File: src/design/wssc_pkg.sv
package wssc_pkg;

  localparam int ADC_BITS_DEF = 12;

  localparam int CFG_IDX_W  = 3;
  localparam int CFG_DATA_W = 15;
  localparam int THRESH_W   = 12;
  localparam int GAIN_W     = 8;
  localparam int LIMIT_W    = 15;
  localparam int DRIVE_W    = 16;
  localparam int DONE_W     = 2;
  localparam int WALL_W     = 8;

  localparam logic [CFG_IDX_W-1:0] REG_STEER_THRESH_LEFT  = 3'd0;
  localparam logic [CFG_IDX_W-1:0] REG_STEER_THRESH_RIGHT = 3'd1;
  localparam logic [CFG_IDX_W-1:0] REG_STEER_GAIN         = 3'd2;
  localparam logic [CFG_IDX_W-1:0] REG_STEER_LIMIT        = 3'd3;
  localparam logic [CFG_IDX_W-1:0] REG_WALL_THRESH_FR     = 3'd4;
  localparam logic [CFG_IDX_W-1:0] REG_WALL_THRESH_FL     = 3'd5;
  localparam logic [CFG_IDX_W-1:0] REG_WALL_THRESH_R      = 3'd6;
  localparam logic [CFG_IDX_W-1:0] REG_WALL_THRESH_L      = 3'd7;

  localparam logic [THRESH_W-1:0] RST_STEER_THRESH = 12'd20;
  localparam logic [GAIN_W-1:0]   RST_STEER_GAIN   = 8'd1;
  localparam logic [LIMIT_W-1:0]  RST_STEER_LIMIT  = 15'd1000;
  localparam logic [THRESH_W-1:0] RST_WALL_THRESH  = 12'd2048;

  localparam logic [WALL_W-1:0] FRONT_WALL_BITS = 8'h88;
  localparam logic [WALL_W-1:0] RIGHT_WALL_BITS = 8'h44;
  localparam logic [WALL_W-1:0] LEFT_WALL_BITS  = 8'h11;

  localparam logic [DONE_W-1:0] DONE_SENSE   = 2'd0;
  localparam logic [DONE_W-1:0] DONE_FRONT   = 2'd1;
  localparam logic [DONE_W-1:0] DONE_STEER   = 2'd2;
  localparam logic [DONE_W-1:0] DONE_CAPTURE = 2'd3;

  localparam logic OP_TICK    = 1'b0;
  localparam logic OP_CAPTURE = 1'b1;

  typedef enum logic [2:0] {
    PH_SENSE = 3'b001,
    PH_FRONT = 3'b010,
    PH_STEER = 3'b100
  } phase_t;

  typedef struct packed {
    logic [DONE_W-1:0]         phase_done;
    logic signed [DRIVE_W-1:0] drive_left;
    logic signed [DRIVE_W-1:0] drive_right;
    logic [WALL_W-1:0]         wall_bits;
  } res_t;

endpackage

File: src/design/wall_sensor_steering_correction_top.sv
// an accepted beat's result is registered in the output register, or in the
// skid register on a stall; one beat per cycle while in_ready is high; all
// work sits between state and output registers, with products precomputed
// from the next state; a skid register keeps in_ready high for one stalled
// result; reset (rst_n low, synchronous): sense phase, readings, baselines,
// corrections zero, registers at their defaults, no result pending
module wall_sensor_steering_correction_top #(
  parameter int ADC_BITS = wssc_pkg::ADC_BITS_DEF
) (
  input  logic                                  clk,
  input  logic                                  rst_n,
  input  logic                                  cfg_we,
  input  logic [wssc_pkg::CFG_IDX_W-1:0]        cfg_index,
  input  logic [wssc_pkg::CFG_DATA_W-1:0]       cfg_wdata,
  input  logic                                  in_valid,
  output logic                                  in_ready,
  input  logic                                  in_op,
  input  logic [ADC_BITS-1:0]                   in_sample_a,
  input  logic [ADC_BITS-1:0]                   in_sample_b,
  input  logic                                  in_ctrl_enable,
  output logic                                  out_valid,
  input  logic                                  out_ready,
  output logic [wssc_pkg::DONE_W-1:0]           out_phase_done,
  output logic signed [wssc_pkg::DRIVE_W-1:0]   out_drive_left,
  output logic signed [wssc_pkg::DRIVE_W-1:0]   out_drive_right,
  output logic [wssc_pkg::WALL_W-1:0]           out_wall_bits
);

  localparam int DW = ADC_BITS + 1;
  localparam int CW = ((DW > wssc_pkg::THRESH_W + 1) ? DW : wssc_pkg::THRESH_W + 1) + 1;
  localparam int PW = ADC_BITS + 10;
  localparam int SW = PW + 1;
  localparam int WW = (ADC_BITS > wssc_pkg::THRESH_W) ? ADC_BITS : wssc_pkg::THRESH_W;

  // configuration registers
  logic [wssc_pkg::THRESH_W-1:0] st_thl_r, st_thl_nxt;
  logic [wssc_pkg::THRESH_W-1:0] st_thr_r, st_thr_nxt;
  logic [wssc_pkg::GAIN_W-1:0]   gain_r, gain_nxt;
  logic [wssc_pkg::LIMIT_W-1:0]  limit_r, limit_nxt;
  logic [wssc_pkg::THRESH_W-1:0] wt_fr_r, wt_fr_nxt;
  logic [wssc_pkg::THRESH_W-1:0] wt_fl_r, wt_fl_nxt;
  logic [wssc_pkg::THRESH_W-1:0] wt_r_r, wt_r_nxt;
  logic [wssc_pkg::THRESH_W-1:0] wt_l_r, wt_l_nxt;

  always_comb begin
    st_thl_nxt = st_thl_r;
    st_thr_nxt = st_thr_r;
    gain_nxt   = gain_r;
    limit_nxt  = limit_r;
    wt_fr_nxt  = wt_fr_r;
    wt_fl_nxt  = wt_fl_r;
    wt_r_nxt   = wt_r_r;
    wt_l_nxt   = wt_l_r;
    if (cfg_we) begin
      unique case (cfg_index)
        wssc_pkg::REG_STEER_THRESH_LEFT:  st_thl_nxt = cfg_wdata[wssc_pkg::THRESH_W-1:0];
        wssc_pkg::REG_STEER_THRESH_RIGHT: st_thr_nxt = cfg_wdata[wssc_pkg::THRESH_W-1:0];
        wssc_pkg::REG_STEER_GAIN:         gain_nxt   = cfg_wdata[wssc_pkg::GAIN_W-1:0];
        wssc_pkg::REG_STEER_LIMIT:        limit_nxt  = cfg_wdata[wssc_pkg::LIMIT_W-1:0];
        wssc_pkg::REG_WALL_THRESH_FR:     wt_fr_nxt  = cfg_wdata[wssc_pkg::THRESH_W-1:0];
        wssc_pkg::REG_WALL_THRESH_FL:     wt_fl_nxt  = cfg_wdata[wssc_pkg::THRESH_W-1:0];
        wssc_pkg::REG_WALL_THRESH_R:      wt_r_nxt   = cfg_wdata[wssc_pkg::THRESH_W-1:0];
        wssc_pkg::REG_WALL_THRESH_L:      wt_l_nxt   = cfg_wdata[wssc_pkg::THRESH_W-1:0];
      endcase
    end
  end

  // block state
  wssc_pkg::phase_t phase_r, phase_nxt;
  logic [ADC_BITS-1:0] rd_r_r, rd_r_nxt;
  logic [ADC_BITS-1:0] rd_l_r, rd_l_nxt;
  logic [ADC_BITS-1:0] rd_fr_r, rd_fr_nxt;
  logic [ADC_BITS-1:0] rd_fl_r, rd_fl_nxt;
  logic [ADC_BITS-1:0] base_l_r, base_l_nxt;
  logic [ADC_BITS-1:0] base_r_r, base_r_nxt;
  logic signed [wssc_pkg::DRIVE_W-1:0] corr_l_r, corr_l_nxt;
  logic signed [wssc_pkg::DRIVE_W-1:0] corr_r_r, corr_r_nxt;

  // products and side selects for the state left by this cycle
  logic signed [PW-1:0] prod_l_r, prod_l_nxt;
  logic signed [PW-1:0] prod_r_r, prod_r_nxt;
  logic                 sel_l_r, sel_l_nxt;
  logic                 sel_r_r, sel_r_nxt;

  // output register and skid
  wssc_pkg::res_t out_res_r, skid_res_r, res_nxt;
  logic           out_valid_r, skid_valid_r;

  logic acc;
  logic pop;
  logic [wssc_pkg::DONE_W-1:0] done;

  logic signed [SW-1:0] sum_l, sum_r, lim_p, lim_n, clamp_l, clamp_r;
  logic signed [DW-1:0] dif_l, dif_r;
  logic signed [PW-1:0] gain_s;
  logic [wssc_pkg::WALL_W-1:0] wall;

  assign in_ready = !skid_valid_r;
  assign acc      = in_valid && in_ready;
  assign pop      = out_valid_r && out_ready;

  // steering sums from the precomputed products
  always_comb begin
    sum_l = '0;
    sum_r = '0;
    if (sel_l_r) begin
      sum_l = sum_l + SW'(prod_l_r);
      sum_r = sum_r - SW'(prod_l_r);
    end
    if (sel_r_r) begin
      sum_l = sum_l - SW'(prod_r_r);
      sum_r = sum_r + SW'(prod_r_r);
    end
    lim_p = $signed(SW'({1'b0, limit_r}));
    lim_n = -lim_p;
    if (sum_l > lim_p) begin
      clamp_l = lim_p;
    end else if (sum_l < lim_n) begin
      clamp_l = lim_n;
    end else begin
      clamp_l = sum_l;
    end
    if (sum_r > lim_p) begin
      clamp_r = lim_p;
    end else if (sum_r < lim_n) begin
      clamp_r = lim_n;
    end else begin
      clamp_r = sum_r;
    end
  end

  always_comb begin
    phase_nxt  = phase_r;
    rd_r_nxt   = rd_r_r;
    rd_l_nxt   = rd_l_r;
    rd_fr_nxt  = rd_fr_r;
    rd_fl_nxt  = rd_fl_r;
    base_l_nxt = base_l_r;
    base_r_nxt = base_r_r;
    corr_l_nxt = corr_l_r;
    corr_r_nxt = corr_r_r;
    done       = wssc_pkg::DONE_CAPTURE;
    if (in_op == wssc_pkg::OP_CAPTURE) begin
      base_l_nxt = rd_l_r;
      base_r_nxt = rd_r_r;
    end else begin
      unique case (phase_r)
        wssc_pkg::PH_SENSE: begin
          done      = wssc_pkg::DONE_SENSE;
          rd_r_nxt  = in_sample_a;
          rd_l_nxt  = in_sample_b;
          phase_nxt = wssc_pkg::PH_FRONT;
        end
        wssc_pkg::PH_FRONT: begin
          done      = wssc_pkg::DONE_FRONT;
          rd_fr_nxt = in_sample_a;
          rd_fl_nxt = in_sample_b;
          phase_nxt = wssc_pkg::PH_STEER;
        end
        wssc_pkg::PH_STEER: begin
          done      = wssc_pkg::DONE_STEER;
          phase_nxt = wssc_pkg::PH_SENSE;
          if (in_ctrl_enable) begin
            corr_l_nxt = wssc_pkg::DRIVE_W'(clamp_l);
            corr_r_nxt = wssc_pkg::DRIVE_W'(clamp_r);
          end else begin
            corr_l_nxt = '0;
            corr_r_nxt = '0;
          end
        end
        default: begin
          done      = wssc_pkg::DONE_CAPTURE;
          phase_nxt = wssc_pkg::PH_SENSE;
        end
      endcase
    end
    if (!acc) begin
      phase_nxt  = phase_r;
      rd_r_nxt   = rd_r_r;
      rd_l_nxt   = rd_l_r;
      rd_fr_nxt  = rd_fr_r;
      rd_fl_nxt  = rd_fl_r;
      base_l_nxt = base_l_r;
      base_r_nxt = base_r_r;
      corr_l_nxt = corr_l_r;
      corr_r_nxt = corr_r_r;
    end
  end

  // products for the next cycle's state
  always_comb begin
    dif_l      = $signed({1'b0, rd_l_nxt}) - $signed({1'b0, base_l_nxt});
    dif_r      = $signed({1'b0, rd_r_nxt}) - $signed({1'b0, base_r_nxt});
    gain_s     = PW'($signed({1'b0, gain_nxt}));
    prod_l_nxt = PW'(dif_l) * gain_s;
    prod_r_nxt = PW'(dif_r) * gain_s;
    sel_l_nxt  = CW'(dif_l) > $signed(CW'({1'b0, st_thl_nxt}));
    sel_r_nxt  = CW'(dif_r) > $signed(CW'({1'b0, st_thr_nxt}));
  end

  always_comb begin
    wall = '0;
    if ((WW'(rd_fr_nxt) > WW'(wt_fr_r)) || (WW'(rd_fl_nxt) > WW'(wt_fl_r))) begin
      wall = wall | wssc_pkg::FRONT_WALL_BITS;
    end
    if (WW'(rd_r_nxt) > WW'(wt_r_r)) begin
      wall = wall | wssc_pkg::RIGHT_WALL_BITS;
    end
    if (WW'(rd_l_nxt) > WW'(wt_l_r)) begin
      wall = wall | wssc_pkg::LEFT_WALL_BITS;
    end
    res_nxt.phase_done  = done;
    res_nxt.drive_left  = corr_l_nxt;
    res_nxt.drive_right = corr_r_nxt;
    res_nxt.wall_bits   = wall;
  end

  always_ff @(posedge clk) begin
    if (!rst_n) begin
      st_thl_r <= wssc_pkg::RST_STEER_THRESH;
      st_thr_r <= wssc_pkg::RST_STEER_THRESH;
      gain_r   <= wssc_pkg::RST_STEER_GAIN;
      limit_r  <= wssc_pkg::RST_STEER_LIMIT;
      wt_fr_r  <= wssc_pkg::RST_WALL_THRESH;
      wt_fl_r  <= wssc_pkg::RST_WALL_THRESH;
      wt_r_r   <= wssc_pkg::RST_WALL_THRESH;
      wt_l_r   <= wssc_pkg::RST_WALL_THRESH;
      phase_r  <= wssc_pkg::PH_SENSE;
      rd_r_r   <= '0;
      rd_l_r   <= '0;
      rd_fr_r  <= '0;
      rd_fl_r  <= '0;
      base_l_r <= '0;
      base_r_r <= '0;
      corr_l_r <= '0;
      corr_r_r <= '0;
      prod_l_r <= '0;
      prod_r_r <= '0;
      sel_l_r  <= 1'b0;
      sel_r_r  <= 1'b0;
    end else begin
      st_thl_r <= st_thl_nxt;
      st_thr_r <= st_thr_nxt;
      gain_r   <= gain_nxt;
      limit_r  <= limit_nxt;
      wt_fr_r  <= wt_fr_nxt;
      wt_fl_r  <= wt_fl_nxt;
      wt_r_r   <= wt_r_nxt;
      wt_l_r   <= wt_l_nxt;
      phase_r  <= phase_nxt;
      rd_r_r   <= rd_r_nxt;
      rd_l_r   <= rd_l_nxt;
      rd_fr_r  <= rd_fr_nxt;
      rd_fl_r  <= rd_fl_nxt;
      base_l_r <= base_l_nxt;
      base_r_r <= base_r_nxt;
      corr_l_r <= corr_l_nxt;
      corr_r_r <= corr_r_nxt;
      prod_l_r <= prod_l_nxt;
      prod_r_r <= prod_r_nxt;
      sel_l_r  <= sel_l_nxt;
      sel_r_r  <= sel_r_nxt;
    end
  end

  always_ff @(posedge clk) begin
    if (!rst_n) begin
      out_valid_r  <= 1'b0;
      skid_valid_r <= 1'b0;
    end else if (pop || !out_valid_r) begin
      if (skid_valid_r) begin
        out_valid_r  <= 1'b1;
        skid_valid_r <= 1'b0;
      end else begin
        out_valid_r <= acc;
      end
    end else if (acc) begin
      skid_valid_r <= 1'b1;
    end
  end

  always_ff @(posedge clk) begin
    if (pop || !out_valid_r) begin
      if (skid_valid_r) begin
        out_res_r <= skid_res_r;
      end else begin
        out_res_r <= res_nxt;
      end
    end else if (acc) begin
      skid_res_r <= res_nxt;
    end
  end

  assign out_valid       = out_valid_r;
  assign out_phase_done  = out_res_r.phase_done;
  assign out_drive_left  = out_res_r.drive_left;
  assign out_drive_right = out_res_r.drive_right;
  assign out_wall_bits   = out_res_r.wall_bits;

  a_skid_needs_out: assert property (@(posedge clk) disable iff (!rst_n)
    skid_valid_r |-> out_valid_r)
    else $error("skid beat held with empty output register");

  a_drive_mirror: assert property (@(posedge clk) disable iff (!rst_n)
    out_valid_r |-> (out_res_r.drive_left == -out_res_r.drive_right))
    else $error("wheel corrections not mirrored");

  a_capture_holds_phase: assert property (@(posedge clk) disable iff (!rst_n)
    (acc && (in_op == wssc_pkg::OP_CAPTURE)) |=> (phase_r == $past(phase_r)))
    else $error("capture beat moved the phase");

  a_disable_zeroes: assert property (@(posedge clk) disable iff (!rst_n)
    (acc && (in_op == wssc_pkg::OP_TICK) && (phase_r == wssc_pkg::PH_STEER) &&
     !in_ctrl_enable) |=> ((corr_l_r == '0) && (corr_r_r == '0)))
    else $error("disabled steer tick left a nonzero correction");

endmodule

File: config.mk
export PLATFORM = sky130hd
export DESIGN_NAME = wall_sensor_steering_correction_top
export DESIGN_NICKNAME = d
export VERILOG_FILES = /design/src/design/wssc_pkg.sv /design/src/design/wall_sensor_steering_correction_top.sv
export SDC_FILE = /design/constraint.sdc
export NUM_CORES = 1
export LEC_CHECK = 0
export BUFFER_PORTS_ARGS = -buffer_cell sky130_fd_sc_hd__buf_2
export CORE_MARGIN = 4
export CORE_UTILIZATION = 56
export CTS_CLUSTER_SIZE = 12
export DETAILED_ROUTE_END_ITERATION = 10
export GPL_TIMING_DRIVEN = 1
export PLACE_DENSITY = 0.85
export SYNTH_ARGS = -nofsm -noshare
export SYNTH_HDL_FRONTEND = slang
export SYNTH_SLANG_ARGS = --single-unit
File: constraint.sdc
create_clock -name clk -period 8.66 [get_ports clk]
set_clock_uncertainty 0.2 [all_clocks]
set_input_delay 0 -clock clk [delete_from_list [all_inputs] [get_ports clk]]
set_output_delay 0 -clock clk [all_outputs]
set_load 0.03 [all_outputs]
* Yosys cells after proc, flatten, opt, wreduce, memory -nomap -nowiden
Index checks and enable logic that the tools add are counted.
Word-level totals: register bits 334, output and inout bits 44
Operators by class: add/subtract/negate cells 6, multipliers 2, order comparisons 10, equal/unequal tests 10, muxes and demuxes 46, bitwise logic cells 3, reductions and logical operators 15
Operators with widths (number):
- 12-bit 2-to-1 mux | 20
- 16-bit 2-to-1 mux | 12
- 23-bit 2-to-1 mux | 4
- 12-bit > comparator | 4
- 23-bit by 16-bit > comparator with 1-bit output | 2
- 23-bit < comparator | 2
- 13-bit by 9-bit multiplier with 22-bit output | 2
- 42-bit 2-to-1 mux | 1
- 13-bit > comparator | 2
- 12-bit by 12-bit subtractor with 13-bit output | 2
- 8-bit 2-to-1 mux | 3
- 23-bit by 22-bit adder with 23-bit output | 1
- 15-bit negator with 23-bit output | 1
- 1-bit by 22-bit subtractor with 23-bit output (first input constant) | 1
- 23-bit by 22-bit subtractor with 23-bit output | 1
- 3-bit equality test (second input constant) | 5
- 2-bit AND reduction | 7
- 3-bit by 2-bit equality test with 1-bit output (second input constant) | 3
- 7-bit 2-to-1 mux | 1
- 3-bit by 1-bit equality test with 1-bit output (second input constant) | 2
- 2-bit one-hot mux with 3 select lines | 1
- 3-bit one-hot mux with 2 select lines | 1
- 5-bit 2-to-1 mux | 1
- 3-bit logical NOT | 1
- 7 further kinds | 12

* Depth between registers and ports, before layout
Gate-level depths: netlist (run 1).
depth after elaboration 12, depth in mapped cells 38, mapped depth without buffers 34

* Worst setup path after synthesis (run 1)
No wires, ideal clock.
path type flip-flop to flip-flop, from register phase_r[0], to register prod_r_r[21], library setup time 128 ps, data arrival time 8130 ps, required time 8332 ps, slack 202 ps, cell stages (with the launch flop) 35, buffers on the path 3, period minus slack after synthesis 8458 ps, path through dfxtp_1 > clkbuf_1 > nor4b_1 > nand2_1 > buf_1 > buf_1 > mux2i_1 > ha_1 > inv_1 > ha_1 > inv_1 > o211ai_1 > maj3_1 > a21oi_1 > o21ai_0 > a21oi_1 > o21ai_0 > o21a_1 > nor2_1 > nand2_1 > fa_1 > inv_1 > fa_1 > fa_1 > inv_1 > fa_1 > inv_1 > ha_1 > a21o_1 > a21o_1 > a21o_1 > a21o_1 > a31oi_1 > xnor2_1 > nor2_1
Between the ends: cells in the longest elaborated chain, start to end 6
Ends and longest elaborated chain:
- from (decl) | line wall_sensor_steering_correction_top.sv:69 | wssc_pkg::phase_t phase_r, phase_nxt;
- from (signal assigned) | line wall_sensor_steering_correction_top.sv:228 | phase_r <= wssc_pkg::PH_SENSE;
- from (signal assigned) | line wall_sensor_steering_correction_top.sv:250 | phase_r <= phase_nxt;
- 3-bit by 1-bit equality test with 1-bit output | line wall_sensor_steering_correction_top.sv:147 | unique case (phase_r)
- 12-bit 2-to-1 mux | line wall_sensor_steering_correction_top.sv:147
- 12-bit 2-to-1 mux | line wall_sensor_steering_correction_top.sv:143 | if (in_op == wssc_pkg::OP_CAPTURE) begin
- 12-bit 2-to-1 mux | line wall_sensor_steering_correction_top.sv:177 | if (!acc) begin
- 12-bit by 12-bit subtractor with 13-bit output | line wall_sensor_steering_correction_top.sv:193 | dif_r = $signed({1'b0, rd_r_nxt}) - $signed({1'b0, base_r_nxt});
- 13-bit by 9-bit multiplier with 22-bit output | line wall_sensor_steering_correction_top.sv:196 | prod_r_nxt = PW'(dif_r) * gain_s;
- to (signal assigned) | line wall_sensor_steering_correction_top.sv:260 | prod_r_r <= prod_r_nxt;
- to (decl) | line wall_sensor_steering_correction_top.sv:81 | logic signed [PW-1:0] prod_r_r, prod_r_nxt;
No other way between the ends. A chain may end at the register's enable or synchronous reset.

* Worst setup path after layout (run 1)
from register phase_r[2], to register prod_r_r[21]
The elaborated chain is that of the path after synthesis.

==> results.md, run 1 <==
* Root buf cell: clkbuf_16
* Share of the synthesized netlist area taken by xor and xnor gates at 0.0359
* F_max at ~120 MHz
* Global route overflow at 0
* Synth area leader: dfxtp_1
* Leakage component of the power at approximately 14 nW
* Minimum setup slack in the final design at 372 ps
* Compound-Gate Fraction of Synth Area at 0.138
* Class of the tightest hold or removal check: input port to flip-flop
* Iter 0 DRT Violations at ~2.1k
* Type of destination of the critical path: flip-flop
* Height of the die at roughly 230 um
* Count of input and output buffers at 90
* DRC errors left at 0
* Max_slew headroom at 0.201
* Max stage delay cell, worst path: or4b_2
* Sort of element at the start of the critical path: flip-flop
* Max-cap violation count at 0
* EDFF count, synth at 74
* Number of global-route vias before repair at 24.0k
* Combinational family with the most area after synthesis: adder cells
* Initial antenna violation count at 1
* Std-Cell Rows at between 80 and 90
* Critical path type: flip-flop to flip-flop
* Maximum single-stage delay on the critical path at roughly 830 ps
* Mux share of post-synthesis cell area at 0.0653
* Worst-Skew Late Latency at about 540 ps
* Total GRT Usage at 0.281
* Global-route wire length before repair at between 100 and 150 mm
* Cell Pwr Density at roughly 230 mW/mm^2
* Logic gate share of total power at 0.552
* Worst IR Drop VDD at between 0.15 and 0.2 mV
* Io pins at 93
* Die footprint at around 0.055 mm^2
* P&R area growth vs syn at 9.50%
* Adder and majority cell fraction of the synthesized area at 0.249
* Tmin final at about 8300 ps
* Internal power consumption at 4.10 mW
* Diodes inserted at 0
* Largest fanout on the critical path at 9
* Share of power burned in registers at 0.246
* Width of the chip at approximately 230 um
* Vias per Instance at 5.91
* Largest cells by area after synthesis: dfxtp_1 (18%), ha_1 (13%), fa_1 (12%)
* Switching part of the total power at 0.441
* Average cell area after synthesis at between 8 and 9 um^2
* Final Hold Vio Count at 0
* Register area share after synthesis at 0.253
* Largest net degree at the start of global routing at 83
* Final ANT Viol Nets at 0
* Placed Instance Area at 0.0296 mm^2
* Power dissipated by switching net loads at around 3.2 mW
* Required time of the worst setup path at 8850 ps
* Count of clock tree sinks at 324
* First-pass detailed-route iteration total at 5
* Fraction of final layout cells sized beyond drive strength 1 at 0.0858
* Fraction of power consumed by the clock network at 0.202
* Simple-Gate Fraction of Synth Area at 0.182
* Register bit count reported by yosys at around 320
* Final setup fails at 0
* Fraction of synthesized cell area taken by the top area cell type at 0.176
* Arrival time of data at the critical path endpoint at 8480 ps
* Area of the mapped netlist at around 0.029 mm^2
* Number of cells produced by synthesis at roughly 3.4k
* Yosys synthesis warning count at 0
* Starting utilization of the core area at 0.567
* Result of the run: finished, final reports clean
* Clock H-tree levels at 2
* Detailed-route wire length per cell at approximately 19 um
* TritonCTS clock tree: done
* Clock edge transition at the registers on the reported setup and hold paths at around 60 ps
* Core region area at ~0.05 mm^2
* Via count at ~24k
* Most common flop cell mapped by yosys: dfxtp_1
* Total Nets Final at 3933
* Worst slack, placed at about 200 ps
* Slew Viols, Final at 0
* Unique masters post-synth at 87
* Final routed wirelength across all metal layers at 78.1 mm
* Cts bufs inserted at 35
* Final RePlAce weighted congestion at 0.986
* Measured slew at the worst slew-check pin at 1200 ps
* Share of flip-flops with an asynchronous set or reset after synthesis at 0
* HPWL after detailed placement at 56.6 mm
* Final design area excluding fillers at around 0.031 mm^2
* Maximum buffer depth of the clock tree at 3
* Fraction of the cycle the final worst path needs at 0.957
timing repair:
action | in CTS | in global routing
gates resized for setup | 0 | 12
endpoints found under the hold margin | 179 | 0
hold buffers | 52 | 0
setup endpoints to repair | 0 | 15
buffers inserted | 0 | 0
worst max-delay path, delay by kind of cell (launching register included):
family	cells	cell delay, ps
simple gates	5	1500
compound gates	12	2470
fa+ha+maj	7	3040
flops	1	400
xor+xnor	2	290
buf+inv	4	230
layout make-up:
type	count	area (um^2)
clock buffers	55	1020
clock inverters	4	63.8
fillers	4027	19100
inverters	426	1600
multi-input cells	2455	19200
flip-flops and latches	324	7230
well taps	672	841
repair buffers	184	1290
synthesized netlist by cell type (60+ instances only):
| master | count |
|---|---|
| a21oi_1 | 179 |
| clkbuf_1 | 121 |
| dfxtp_1 | 250 |
| edfxtp_1 | 74 |
| o21ai_0 | 126 |
| inv_1 | 425 |
| mux2_2 | 73 |
| xnor2_1 | 89 |
| mux2i_1 | 104 |
| nand2_1 | 376 |
| and2_1 | 100 |
| nor2_1 | 262 |
| ha_1 | 288 |
| fa_1 | 170 |
| a21o_1 | 60 |
routing by layer:
layer / track usage / vias to the layer above / part of all wire / wire [um]
li1: - / 11469 / - / -
met3: 0.0376 / 287 / 0.067 / 5220
met4: 0.150 / 2 / 0.061 / 4740
met2: 0.469 / 1023 / 0.47 / 37000
met5: 0 / - / 0.00026 / 20
met1: 0.353 / 11588 / 0.40 / 31100
final timing paths:
check / startpoint / endpoint / slack (ps) / cells past startpoint
hold / removal: cfg_index[1] / wt_l_r[0]$_SDFFE_PN0P_ / 50 / 5
hold reg to reg: wt_fl_r[8]$_SDFFE_PN0P_ / wt_fl_r[8]$_SDFFE_PN0P_ / 260 / 2
setup reg to reg: phase_r[2]$_SDFFE_PN0P_ / prod_r_r[21]$_SDFF_PN0_ / 370 / 30
setup / recovery: phase_r[2]$_SDFFE_PN0P_ / prod_r_r[21]$_SDFF_PN0_ / 370 / 30
metrics by stage:
stage | instances | hold slack (ps) | utilization | TNS (ps) | power (mW)
final | 4120 | 49.3 | 0.621 | 0 | 7.33
after global routing | 4120 | 88.3 | 0.621 | -1.28 | 7.85
after CTS | 4120 | 8.43 | 0.620 | 0 | 7.23
after detailed placement | 4009 | 59.2 | 0.588 | 0 | 5.74
after global placement | 4009 | 42.0 | 0.588 | 0 | 5.64
after floorplan | 3354 | -64.0 | - | 0 | 4.79
power by group through the flow:
stage | Combinational (mW) | Sequential (mW) | Clock (mW)
6_report | 4.05 | 1.80 | 1.48
3_5_place_dp | 3.92 | 1.82 | 0
2_1_floorplan | 3.02 | 1.77 | 0
5_1_grt | 4.49 | 1.82 | 1.54
4_1_cts | 3.97 | 1.79 | 1.47
3_3_place_gp | 3.81 | 1.82 | 0
kinds of logic after synthesis:
group / Yosys count
XOR/XNOR: 117
AO/OA/AOI/OAI: 608
buffers and inverters: 575
other: 1
multiplexers: 177
AND/OR/NAND/NOR: 1085
adder cells (fa/ha/maj): 466
flip-flops: 324
state kept, by name, summed over array words and instances (netlist names), 15 cells and up, named ones only:
register	flops
skid_res_r	37
prod_l_r	22
prod_r_r	22
corr_l_r	16
corr_r_r	16
out_drive_left	16
out_drive_right	16
limit_r	15
cell usage in the layout, fill, tap and decap left out, drive strengths merged, types with 9 or more instances in the layout:
| cell type | synthesis | routed |
|---|---|---|
| nor3 | 59 | 59 |
| and2 | 101 | 101 |
| mux2 | 73 | 73 |
| nand2 | 376 | 376 |
| or2 | 9 | 9 |
| a2111oi | 9 | 9 |
| inv | 426 | 428 |
| o221ai | 14 | 14 |
| clkbuf | 121 | 55 |
| o211ai | 25 | 25 |
| o22ai | 11 | 11 |
| a21oi | 179 | 179 |
| dlygate4sd3 | 0 | 52 |
| and3 | 21 | 21 |
| nand3 | 53 | 53 |
| nand2b | 37 | 37 |
| or3 | 19 | 19 |
| o31ai | 19 | 19 |
| o21ai | 130 | 130 |
| mux2i | 104 | 104 |
| a21o | 60 | 60 |
| xor2 | 28 | 28 |
| xnor2 | 89 | 89 |
| nand4 | 34 | 34 |
| a211oi | 16 | 16 |
| a21boi | 9 | 9 |
| dfxtp | 250 | 250 |
| nor2 | 262 | 262 |
| ha | 288 | 288 |
| fa | 170 | 170 |
| o21a | 37 | 37 |
| buf | 28 | 132 |
| nor2b | 58 | 58 |
| edfxtp | 74 | 74 |
| a31oi | 18 | 18 |
| nor4 | 14 | 14 |
Power figures use the tool's default switching activity.
==> inputs of run 2 (changes only) <==
--- a/config.mk
+++ b/config.mk
@@ -11,7 +11,7 @@
 export CTS_CLUSTER_SIZE = 12
 export DETAILED_ROUTE_END_ITERATION = 10
 export GPL_TIMING_DRIVEN = 1
-export PLACE_DENSITY = 0.85
+export PLACE_DENSITY = 0.82
 export SYNTH_ARGS = -nofsm -noshare
 export SYNTH_HDL_FRONTEND = slang
 export SYNTH_SLANG_ARGS = --single-unit
==> constraint.sdc (replaced) <==
create_clock -name clk -period 9.7 [get_ports clk]
set_clock_uncertainty 0.2 [all_clocks]
set_input_delay 0 -clock clk [delete_from_list [all_inputs] [get_ports clk]]
set_output_delay 0 -clock clk [all_outputs]
set_load 0.03 [all_outputs]
==> results.md, run 2 (synthesis results as in run 1) <==
* Result of the run: finished, final reports clean
* Final setup fails at 0 (unchanged)
* Number of global-route vias before repair at 24.0k (-0.10%)
* Io pins at 93 (unchanged)
* Worst IR Drop VDD at 0.144 mV (-19%)
* FF-to-FF End: prod_r_r[21]$_SDFF_PN0_
* Iter 0 DRT Violations at 2280 (+8.6%)
* Fraction of the cycle the final worst path needs at 0.911 (-0.0460)
* Starting utilization of the core area at 0.567 (unchanged)
* Die footprint at 0.0546 mm^2 (unchanged)
* First-pass detailed-route iteration total at 6 (+1)
* Class of the tightest hold or removal check: input port to flip-flop
* Biggest regs: skid_res_r (37), prod_l_r (22), prod_r_r (22)
* Total Nets Final at 3937 (+0.10%)
* R2R Setup Slk at 860 ps (+490 ps)
* Stages on the worst setup path at 33 (+10%)
* Count of clock tree sinks at 324 (unchanged)
* Power dissipated by switching net loads at 2.88 mW (-11%)
* CP bufs+invs at 7 (+3)
* Most frequent cells in the layout: inv_1 (425), nand2_1 (376), ha_1 (288)
* Critical path type: flip-flop to flip-flop
* Core region area at 0.0503 mm^2 (unchanged)
* Final standard cell count with taps included and fillers excluded at 4127 (+0.17%)
* Number of flip-flops in the largest register at 37 (unchanged)
* Sort of element at the start of the critical path: flip-flop
* Largest net degree at the start of global routing at 72 (-13%)
* Root buf cell: clkbuf_16
* Fraction of final layout cells sized beyond drive strength 1 at 0.0800 (-0.00589)
* HPWL after detailed placement at 56.9 mm (+0.61%)
* Resize count post-CTS at 0 (unchanged)
* Fraction of power consumed by the clock network at 0.200 (-0.002)
* Clock edge transition at the registers on the reported setup and hold paths at 60 ps (about the same)
* Max_slew headroom at 0.234 (+0.0332)
* Global-route wire length before repair at 125 mm (+1.2%)
* RSZ-0062 raised after global routing: false
* Kind of cell with the highest combined delay on the critical path: adder cells
* P&R area growth vs syn at 9.60% (about the same)
* Max stage delay cell, worst path: fa_1
* Final ANT Viol Nets at 0 (unchanged)
* Required time of the worst setup path at 9880 ps (+1030 ps)
* Switching part of the total power at 0.444 (+0.00316)
* Clock H-tree levels at 2 (unchanged)
* Std-Cell Rows at 82 (unchanged)
* Type of destination of the critical path: flip-flop
* Cts bufs inserted at 35 (unchanged)
* Most common cell after layout, fill and taps aside: inv_1
* Most flop-heavy register: skid_res_r
* Global route overflow at 0 (unchanged)
* Measured slew at the worst slew-check pin at 1150 ps (-49.7 ps)
* Cell Pwr Density at 208 mW/mm^2 (-12%)
* Detailed-route wire length per cell at 19.2 um (+1.4%)
* TNS Setup at 0 ps (unchanged)
* Maximum buffer depth of the clock tree at 3 (unchanged)
* Largest fanout on the critical path at 21 (+12)
* Post-Place Cells at 3996 (-0.32%)
* Most frequent CP cell: inv_1
* Critical Path Sink: prod_r_r[21]$_SDFF_PN0_
* Width of the chip at 234 um (unchanged)
* Initial antenna violation count at 1 (unchanged)
* Max-cap violation count at 0 (unchanged)
* Slew Viols, Final at 0 (unchanged)
* Worst-Skew Late Latency at 540 ps (about the same)
* Final Hold Vio Count at 0 (unchanged)
* Total GRT Usage at 0.285 (+0.00409)
* Reg-to-reg critical path startpoint: phase_r[0]$_SDFFE_PN1P_
* Tmin final at 8840 ps (+550 ps)
* Via count at 24.6k (+1.1%)
* Depth of the worst register-to-register path at 33 (+10%)
* Worst Setup SP: phase_r[0]$_SDFFE_PN1P_
* Maximum single-stage delay on the critical path at 700 ps (-130 ps)
* Share of power burned in registers at 0.249 (+0.003)
* Arrival time of data at the critical path endpoint at 9020 ps (+540 ps)
* TritonCTS clock tree: done
* Vias per Instance at 5.97 (+0.96%)
* Count of input and output buffers at 90 (unchanged)
* F_max at 113 MHz (-6.2%)
* Logic gate share of total power at 0.551 (about the same)
* Leakage component of the power at 14.5 nW (+0.13%)
* Final routed wirelength across all metal layers at 79.3 mm (+1.6%)
* Final RePlAce weighted congestion at 0.987 (about the same)
* DRC errors left at 0 (unchanged)
* Height of the die at 234 um (unchanged)
* Internal power consumption at 3.61 mW (-12%)
## run 2: cell types whose count changed in the layout (fill, tap and decap cells not counted), moves of 2 or more
cell           before  now
dlygate4sd3_1      52   69
diode_2             0    3
xor2_2              2    0
clkbuf_1           15   13
clkinv_2            0    2
buf_4              42   29
o21ai_0           123  126
o21ai_1             6    3
xor2_1             26   28
## run 2: layout make-up
class	count	area [um^2]
Tap cell	672	841
Fill cell	4037	19000
Sequential cell	324	7230
Multi-Input combinational cell	2455	19100
Clock buffer	53	1030
Inverter	426	1600
Clock inverter	6	52.6
Antenna cell	3	7.51
Timing Repair Buffer	188	1360
## run 2: power by group through the flow
| stage | Combinational [mW] | Sequential [mW] | Clock, mW |
|---|---|---|---|
| floorplan | 2.69 | 1.58 | 0 |
| detailed placement | 3.46 | 1.64 | 0 |
| CTS | 3.50 | 1.61 | 1.29 |
| global placement | 3.38 | 1.64 | 0 |
| global route | 3.97 | 1.63 | 1.35 |
| finish | 3.58 | 1.62 | 1.30 |
## run 2: worst min-delay path, cell delays in order
cell and delay [ps]:
buf_2 90, nand2b_2 150, buf_4 290
## run 2: metrics by stage
stage | instance area, um^2 | worst slack [ps] | total power [mW] | utilization | hold slack [ps]
finish | 31300 | 862 | 6.49 | 0.622 | 37.2
CTS | 31200 | 1020 | 6.41 | 0.621 | 39.8
floorplan | 28500 | 1240 | 4.28 | - | -64.0
global placement | 29500 | 1310 | 5.02 | 0.586 | 66.9
detailed placement | 29500 | 1040 | 5.10 | 0.586 | 68.2
global route | 31200 | 331 | 6.95 | 0.622 | 60.1
## run 2: how the worst min path moves through the flow
stage                        from                           end  slack, ps  cells after the start
finish                  out_ready    out_wall_bits[3]$_DFFE_PP_         40                      3
CTS                     out_ready  out_drive_right[9]$_DFFE_PP_         40                      3
global route            out_ready    out_wall_bits[6]$_DFFE_PP_         60                      3
global placement    cfg_wdata[13]      limit_r[13]$_SDFFE_PN0P_         70                      3
floorplan           cfg_wdata[10]      wt_fl_r[10]$_SDFFE_PN0P_        -60                      2
detailed placement  cfg_wdata[12]      limit_r[12]$_SDFFE_PN0P_         70                      3
## run 2: repair_timing
item,in CTS,in global routing
setup buffers,0,0
hold endpoints to repair,157,0
endpoints found under the setup margin,0,0
hold buffers,69,0
## run 2: layer usage
metal  vias up  routed length [um]  part of all wire  global-route usage
li1      11508                   -                 -                   -
met4         0                4600             0.058               0.139
met5         -                   0                 0                   0
met1     11723               31800              0.40               0.367
met2      1104               36600              0.46               0.466
met3       309                6280             0.079              0.0448
